### src/design/nff_pkg.sv
package nff_pkg;

    localparam int VALUE_W = 32;
    localparam int POS_W   = 6;   // two's complement cell index, spans -1..24
    localparam int CNT_W   = 4;
    localparam int CMP_W   = 7;   // holds the largest buffer size
    localparam logic [CNT_W-1:0] MAX_LEN = 4'd10;
    localparam logic [6:0] CH_ZERO  = 7'h30;
    localparam logic [6:0] CH_LOWA  = 7'h61;
    localparam logic [6:0] CH_MINUS = 7'h2d;
    localparam logic [6:0] CH_PLUS  = 7'h2b;
    localparam logic [3:0] NIB_MASK = 4'hf;
    localparam logic [3:0] DEC_BASE = 4'd10;
    localparam logic [VALUE_W-1:0] RECIP10 = 32'hcccccccd;
    localparam int RECIP10_SHIFT = 35;

    typedef enum logic [1:0] {
        KIND_UDEC  = 2'd0,
        KIND_ZDEC  = 2'd1,
        KIND_SDEC  = 2'd2,
        KIND_HEX   = 2'd3
    } t_kind;

    typedef struct packed {
        logic [1:0]         kind;
        logic [3:0]         start_position;
        logic [3:0]         digit_count;
        logic [VALUE_W-1:0] value;
    } t_in_item;

    typedef struct packed {
        logic       write_enable;
        logic [2:0] position;
        logic [6:0] character;
        logic       last;
    } t_out_item;

    typedef enum logic [2:0] {
        ST_IDLE,
        ST_SIGN,
        ST_ZERO,
        ST_DIGIT,
        ST_FLUSH
    } t_state;

    typedef struct packed {
        logic load;
        logic sign;
        logic zero;
        logic digit;
        logic flush;
    } t_cmd;

    typedef struct packed {
        logic [1:0] in_kind;
        logic       cnt_zero;
        logic       cnt_one;
        logic       out_free;
    } t_sts;

    function automatic logic [6:0] nib_char(input logic [3:0] nib);
        logic [6:0] ch;
        if (nib < DEC_BASE) begin
            ch = CH_ZERO + 7'(nib);
        end else begin
            ch = CH_LOWA + 7'(nib - DEC_BASE);
        end
        return ch;
    endfunction

endpackage

### src/design/nff_ctrl.sv
module nff_ctrl (
    input  logic          i_clk,
    input  logic          i_rst_n,
    input  logic          i_in_valid,
    input  nff_pkg::t_sts i_sts,
    output nff_pkg::t_cmd o_cmd,
    output logic          o_in_stall
);

    nff_pkg::t_state r_state;
    nff_pkg::t_state n_state;

    always_ff @(posedge i_clk) begin
        if (!i_rst_n) begin
            r_state <= nff_pkg::ST_IDLE;
        end else begin
            r_state <= n_state;
        end
    end

    always_comb begin
        n_state = r_state;
        case (r_state)
            nff_pkg::ST_IDLE: begin
                if (i_in_valid) begin
                    case (i_sts.in_kind)
                        nff_pkg::KIND_SDEC: n_state = nff_pkg::ST_SIGN;
                        nff_pkg::KIND_UDEC: n_state = nff_pkg::ST_ZERO;
                        default:            n_state = nff_pkg::ST_DIGIT;
                    endcase
                end
            end
            nff_pkg::ST_SIGN: begin
                if (i_sts.out_free) n_state = nff_pkg::ST_ZERO;
            end
            nff_pkg::ST_ZERO: begin
                if (i_sts.out_free) begin
                    n_state = i_sts.cnt_zero ? nff_pkg::ST_FLUSH : nff_pkg::ST_DIGIT;
                end
            end
            nff_pkg::ST_DIGIT: begin
                if (i_sts.out_free && i_sts.cnt_one) n_state = nff_pkg::ST_FLUSH;
            end
            nff_pkg::ST_FLUSH: begin
                if (i_sts.out_free) n_state = nff_pkg::ST_IDLE;
            end
            default: n_state = nff_pkg::ST_IDLE;
        endcase
    end

    always_comb begin
        o_cmd      = '0;
        o_in_stall = 1'b1;
        case (r_state)
            nff_pkg::ST_IDLE: begin
                o_in_stall = 1'b0;
                o_cmd.load = i_in_valid;
            end
            nff_pkg::ST_SIGN:  o_cmd.sign  = i_sts.out_free;
            nff_pkg::ST_ZERO:  o_cmd.zero  = i_sts.out_free;
            nff_pkg::ST_DIGIT: o_cmd.digit = i_sts.out_free;
            nff_pkg::ST_FLUSH: o_cmd.flush = i_sts.out_free;
            default: begin
                o_in_stall = 1'b1;
            end
        endcase
    end

    a_cmd_onehot: assert property (@(posedge i_clk) disable iff (!i_rst_n)
        $onehot0({o_cmd.load, o_cmd.sign, o_cmd.zero, o_cmd.digit, o_cmd.flush}))
        else $error("more than one datapath command at once");

    a_flush_to_idle: assert property (@(posedge i_clk) disable iff (!i_rst_n)
        o_cmd.flush |=> (r_state == nff_pkg::ST_IDLE))
        else $error("flush did not end the item");

endmodule

### config.mk
export PLATFORM = sky130hd
export DESIGN_NAME = nff_ctrl
export DESIGN_NICKNAME = d
export VERILOG_FILES = /design/src/design/nff_pkg.sv /design/src/design/nff_ctrl.sv
export SDC_FILE = /design/constraint.sdc
export NUM_CORES = 1
export LEC_CHECK = 0
export CAP_MARGIN = 40
export CORE_AREA = 2 2 39 41
export DETAILED_ROUTE_END_ITERATION = 10
export DIE_AREA = 0 0 41 43
export DONT_BUFFER_PORTS = 1
export PLACE_DENSITY = 0.37
export RECOVER_POWER = 100
export SLEW_MARGIN = 10
export SYNTH_ARGS = -nofsm -noshare
export SYNTH_HDL_FRONTEND = slang
export SYNTH_SLANG_ARGS = --single-unit
### constraint.sdc
create_clock -name i_clk -period 1.05 [get_ports i_clk]
set_input_delay 0.315 -clock i_clk [delete_from_list [all_inputs] [get_ports i_clk]]
set_output_delay 0.315 -clock i_clk [all_outputs]
set_load 0.01 [all_outputs]
# [After elaboration in Yosys (flattened, before gate mapping)]
# Index checks and enable logic that the tools add are counted.
[word_totals] register_bits=3 output_inout_bits=6
[classes] eq_ne=10 mux=14 n_reduce_logical=4
[op_table] op="$mux W3" n=6
[op_table] op="$pmux W3 S5" n=1
[op_table] op="$ne A2 B2 Y1 const B" n=5
[op_table] op="$eq A3 B2 Y1 const B" n=2
[op_table] op="$mux W1" n=6
[op_table] op="$reduce_and A5 Y1" n=1
[op_table] op="$pmux W2 S2" n=1
[op_table] op="$eq A3 B1 Y1 const B" n=1
[op_table] op="$eq A3 B3 Y1 const B" n=1
[op_table] op="$logic_not A3 Y1" n=1
[op_table] op="$eq A2 B2 Y1 const B" n=1
[op_table] op="$logic_not A2 Y1" n=1
[op_table] op="$logic_and A1 B1 Y1" n=1

# [Logic depth before layout (Yosys ltp)]
[logic_depth] word_depth=4 ltp_mapped=4 ltp_nobuf=3

# [Worst setup path before layout]
# Ideal clock, no wire load.
[synth_timing] path_kind="reg2out" startpoint="register r_state[1]" endpoint="output port o_cmd[4] in the netlist's numbering" arrival_ns=1.044 t_required_ns=0.735 slack_ns=-0.309 path_stages_with_launch=4 path_buffers=1 path_cell_list="dfxtp_1 -> buf_2 -> or3_1 -> nor2_1"
[synth_rtl] element="start: declaration" line="nff_ctrl.sv:10" source="nff_pkg::t_state r_state;"
[synth_rtl] element="start signal: assignment" line="nff_ctrl.sv:15" source="r_state <= nff_pkg::ST_IDLE;"
[synth_rtl] element="start signal: assignment" line="nff_ctrl.sv:17" source="r_state <= n_state;"
[synth_rtl] element="end: declaration" line="nff_ctrl.sv:6" source="output nff_pkg::t_cmd o_cmd,"

==> results.sh <==
export IMPL_ir_worst_vdd_uv=447
export IMPL_synth_avg_cell_area_sq_um=7.70
export IMPL_cap_violations=0
export IMPL_worstPathCellList="or3_4, nor2_4"
export IMPL_overflow=0
export IMPL_worst_setup_path_end_kind="primary output"
export IMPL_seqCellArea_sq_um=63.8
export IMPL_cp_slowest_stage_delay_ns=0.42
export IMPL_synth_most_common_cell="nor2_1"
export IMPL_final_max_slew_viol_count=0
export IMPL_n_fill_cell=147
export IMPL_synth_top_area_share_pct=23.6
export IMPL_post_route_min_period_ns=1.41
export IMPL_routabilityCongestion=0.805
export IMPL_synth_common_cells="nor2_1 (5), dfxtp_1 (3), nand2b_1 (3)"
export IMPL_vias_per_cell=4.86
export IMPL_ys_async_sr_fraction_pct=0
export IMPL_syn_nets=41
export IMPL_crit_path_top_delay_cell="or3_4"
export IMPL_die_h_um=43
export IMPL_root_buffer="clkbuf_4"
export IMPL_ios=14
export IMPL_power_density_nw_per_um2=1380
export IMPL_critical_path_buf_inv_count=0
export IMPL_dp_hpwl_um=529
export IMPL_synthTopCellsByArea="dfxtp_1 (24%), buf_6 (8.9%), nand2b_1 (7.4%), nor2_1 (7.4%), nor4b_1 (6.9%)"
export IMPL_drc=0
export IMPL_die_w_um=41
export IMPL_insertion_delay_ns=0.23
export IMPL_htree_levels=1
export IMPL_grt_pass1_vias=238
export IMPL_multi_input_area_sq_um=208
export IMPL_track_usage_pct=8.42
export IMPL_synth_area_sq_um=254
export IMPL_grt_pass1_wl_um=952
export IMPL_start_kind="flip-flop"
export IMPL_worst_slack_ns=-0.355
export IMPL_area_delta_synth_final_pct=48.8
export IMPL_synth_warnings=0
export IMPL_coreArea_sq_um=1380
export IMPL_drive_above_1_share_pct=55.0
export IMPL_nets=49
export IMPL_top_regs="r_state (3)"
export IMPL_setup_viol=7
export IMPL_status="finished, violations left"
export IMPL_syn_inst=33
export IMPL_max_slew_margin_pct=82.4
export IMPL_violations="setup timing"
export IMPL_dp_cells=51
export IMPL_synth_seq_cells=3
export IMPL_finalHoldViolCount=0
export IMPL_cp_data_arrival_time_ns=1.09
export IMPL_largest_reg_flops=3
export IMPL_hold_class="in2reg"
export IMPL_io_buffers=0
export IMPL_skew_ns=0.00251
export IMPL_rows=14
export IMPL_clk_pin_slew_ns=0.04
export IMPL_grt_max_degree=10
export IMPL_grt_antenna_before_repair=0
export IMPL_rsz0062_at_grt="true"
export IMPL_ys_seq_area_share_pct=23.6
export IMPL_fin_cells=56
export IMPL_top_register="r_state"
export IMPL_synthFlopType="dfxtp_1"
export IMPL_wl_per_cell_um=12.4
export IMPL_tightest_slew_ns=0.263
export IMPL_fin_crit_sh_pct=134
export IMPL_cts_tree="built"
export IMPL_max_clock_path_buffers=2
export IMPL_p_leak_nw=0.138
export IMPL_via_count=272
export IMPL_totalWireLength_um=693
export IMPL_dieArea_sq_um=1760
export IMPL_dr_pass1_iters=4
export IMPL_worstSetupPathType="reg2out"
export IMPL_synth_edf_count=0
export IMPL_antenna_left=0
export IMPL_diodes=0
export IMPL_numCtsBuffers=3
export IMPL_synth_distinct_cells=18
export IMPL_drt_initial_drc_count=3
export IMPL_critPathTopFamily="simple AND/OR/NAND/NOR gates"
export IMPL_path_max_fanout=4
export IMPL_start_util_pct=18.4
export IMPL_worst_ep_required_time_ns=0.73
export IMPL_yosysTopAreaCell="dfxtp_1"
export IMPL_cts_sinks=3
export IMPL_timing_fmax_ghz=0.712
export IMPL_place_ws_ns=-0.128
==> what timing repair did <==
item / 4_1_cts / 5_1_grt
setup endpoints to repair: 8 / 8
resized for setup: 8 / 4
setup buffers: 1 / 1
pin swaps: 2 / 1
hold endpoints to repair: 0 / 0
hold buffers: 0 / 0
==> cell families (layout without fill, tap and decap cells) <==
logic type | count (synthesis) | after routing | synth area share (%)
flip-flops | 3 | 3 | 23.6
multiplexers | 1 | 1 | 3.94
AO/OA/AOI/OAI | 8 | 8 | 20.2
buffers and inverters | 5 | 12 | 13.8
AND/OR/NAND/NOR | 16 | 16 | 38.4
==> power breakdown <==
group	internal, W	total, W	switching [W]
logic	0.0000915	0.000180	0.0000890
clock network	0.000142	0.000202	0.0000596
registers	0.000129	0.000140	0.0000108
total	0.000363	0.000522	0.000159
==> per-layer routing <==
| layer | GRT usage [%] | part of all wire, % | vias to the layer above |
|---|---|---|---|
| met5 | 0 | 0 | - |
| met4 | 10.0 | 2.9 | 0 |
| met3 | 2.62 | 9.7 | 2 |
| met2 | 9.69 | 43 | 14 |
| met1 | 10.5 | 44 | 126 |
| li1 | - | - | 130 |
==> layout make-up <==
cell class                 instances  area share, %
sequential                         3           16.9
clock buffer                       4           6.95
multi-input combinational         25           55.0
timing repair buffer               6           13.9
tap                               16           5.30
inverter                           2           1.99
==> final timing paths <==
path                            startpoint    endpoint  slack (ns)  cells past startpoint
worst max-delay path            r_state[1]    o_cmd[4]       -0.36                      2
worst min-delay path               i_rst_n  r_state[2]        0.21                      1
worst max register to register  r_state[1]  r_state[1]       -0.04                      4
worst min register to register  r_state[0]  r_state[0]        0.62                      2
==> stage by stage <==
step / cell area [sq um] / hold WS, ns / utilization (%) / power (W) / TNS (ns)
6_report: 378 / 0.207 / 27.3 / 0.000522 / -1.69
5_1_grt: 378 / 0.210 / 27.3 / 0.000551 / -2.00
4_1_cts: 365 / 0.198 / 26.4 / 0.000526 / -1.76
3_5_place_dp: 312 / 0.442 / 22.5 / 0.000296 / -0.396
3_3_place_gp: 312 / 0.451 / 22.5 / 0.000295 / -0.406
2_1_floorplan: 288 / 0.432 / - / 0.000275 / -0.289
==> placed cells by master, fill, tap and decap left out <==
| cell type | netlist | final |
|---|---|---|
| buf_4 | 0 | 4 |
| nor2_2 | 0 | 3 |
| nand2b_1 | 3 | 3 |
| clkbuf_4 | 0 | 3 |
| dfxtp_2 | 0 | 3 |
| nand3b_1 | 2 | 2 |
| o21a_1 | 2 | 2 |
| o21ai_0 | 2 | 2 |
| a21oi_1 | 2 | 2 |
| buf_6 | 2 | 2 |
| or3_4 | 0 | 1 |
| inv_2 | 0 | 1 |
| nor2_1 | 5 | 1 |
| and3_4 | 0 | 1 |
| nor4b_4 | 0 | 1 |
| inv_1 | 2 | 1 |
| nor2_4 | 0 | 1 |
| nor4b_2 | 0 | 1 |
| mux2i_2 | 0 | 1 |
| a31oi_1 | 1 | 1 |
| nand3_1 | 1 | 1 |
| and4_1 | 1 | 1 |
| a311o_1 | 1 | 1 |
| clkbuf_1 | 0 | 1 |
No activity file was read; power rests on OpenSTA's default activity.
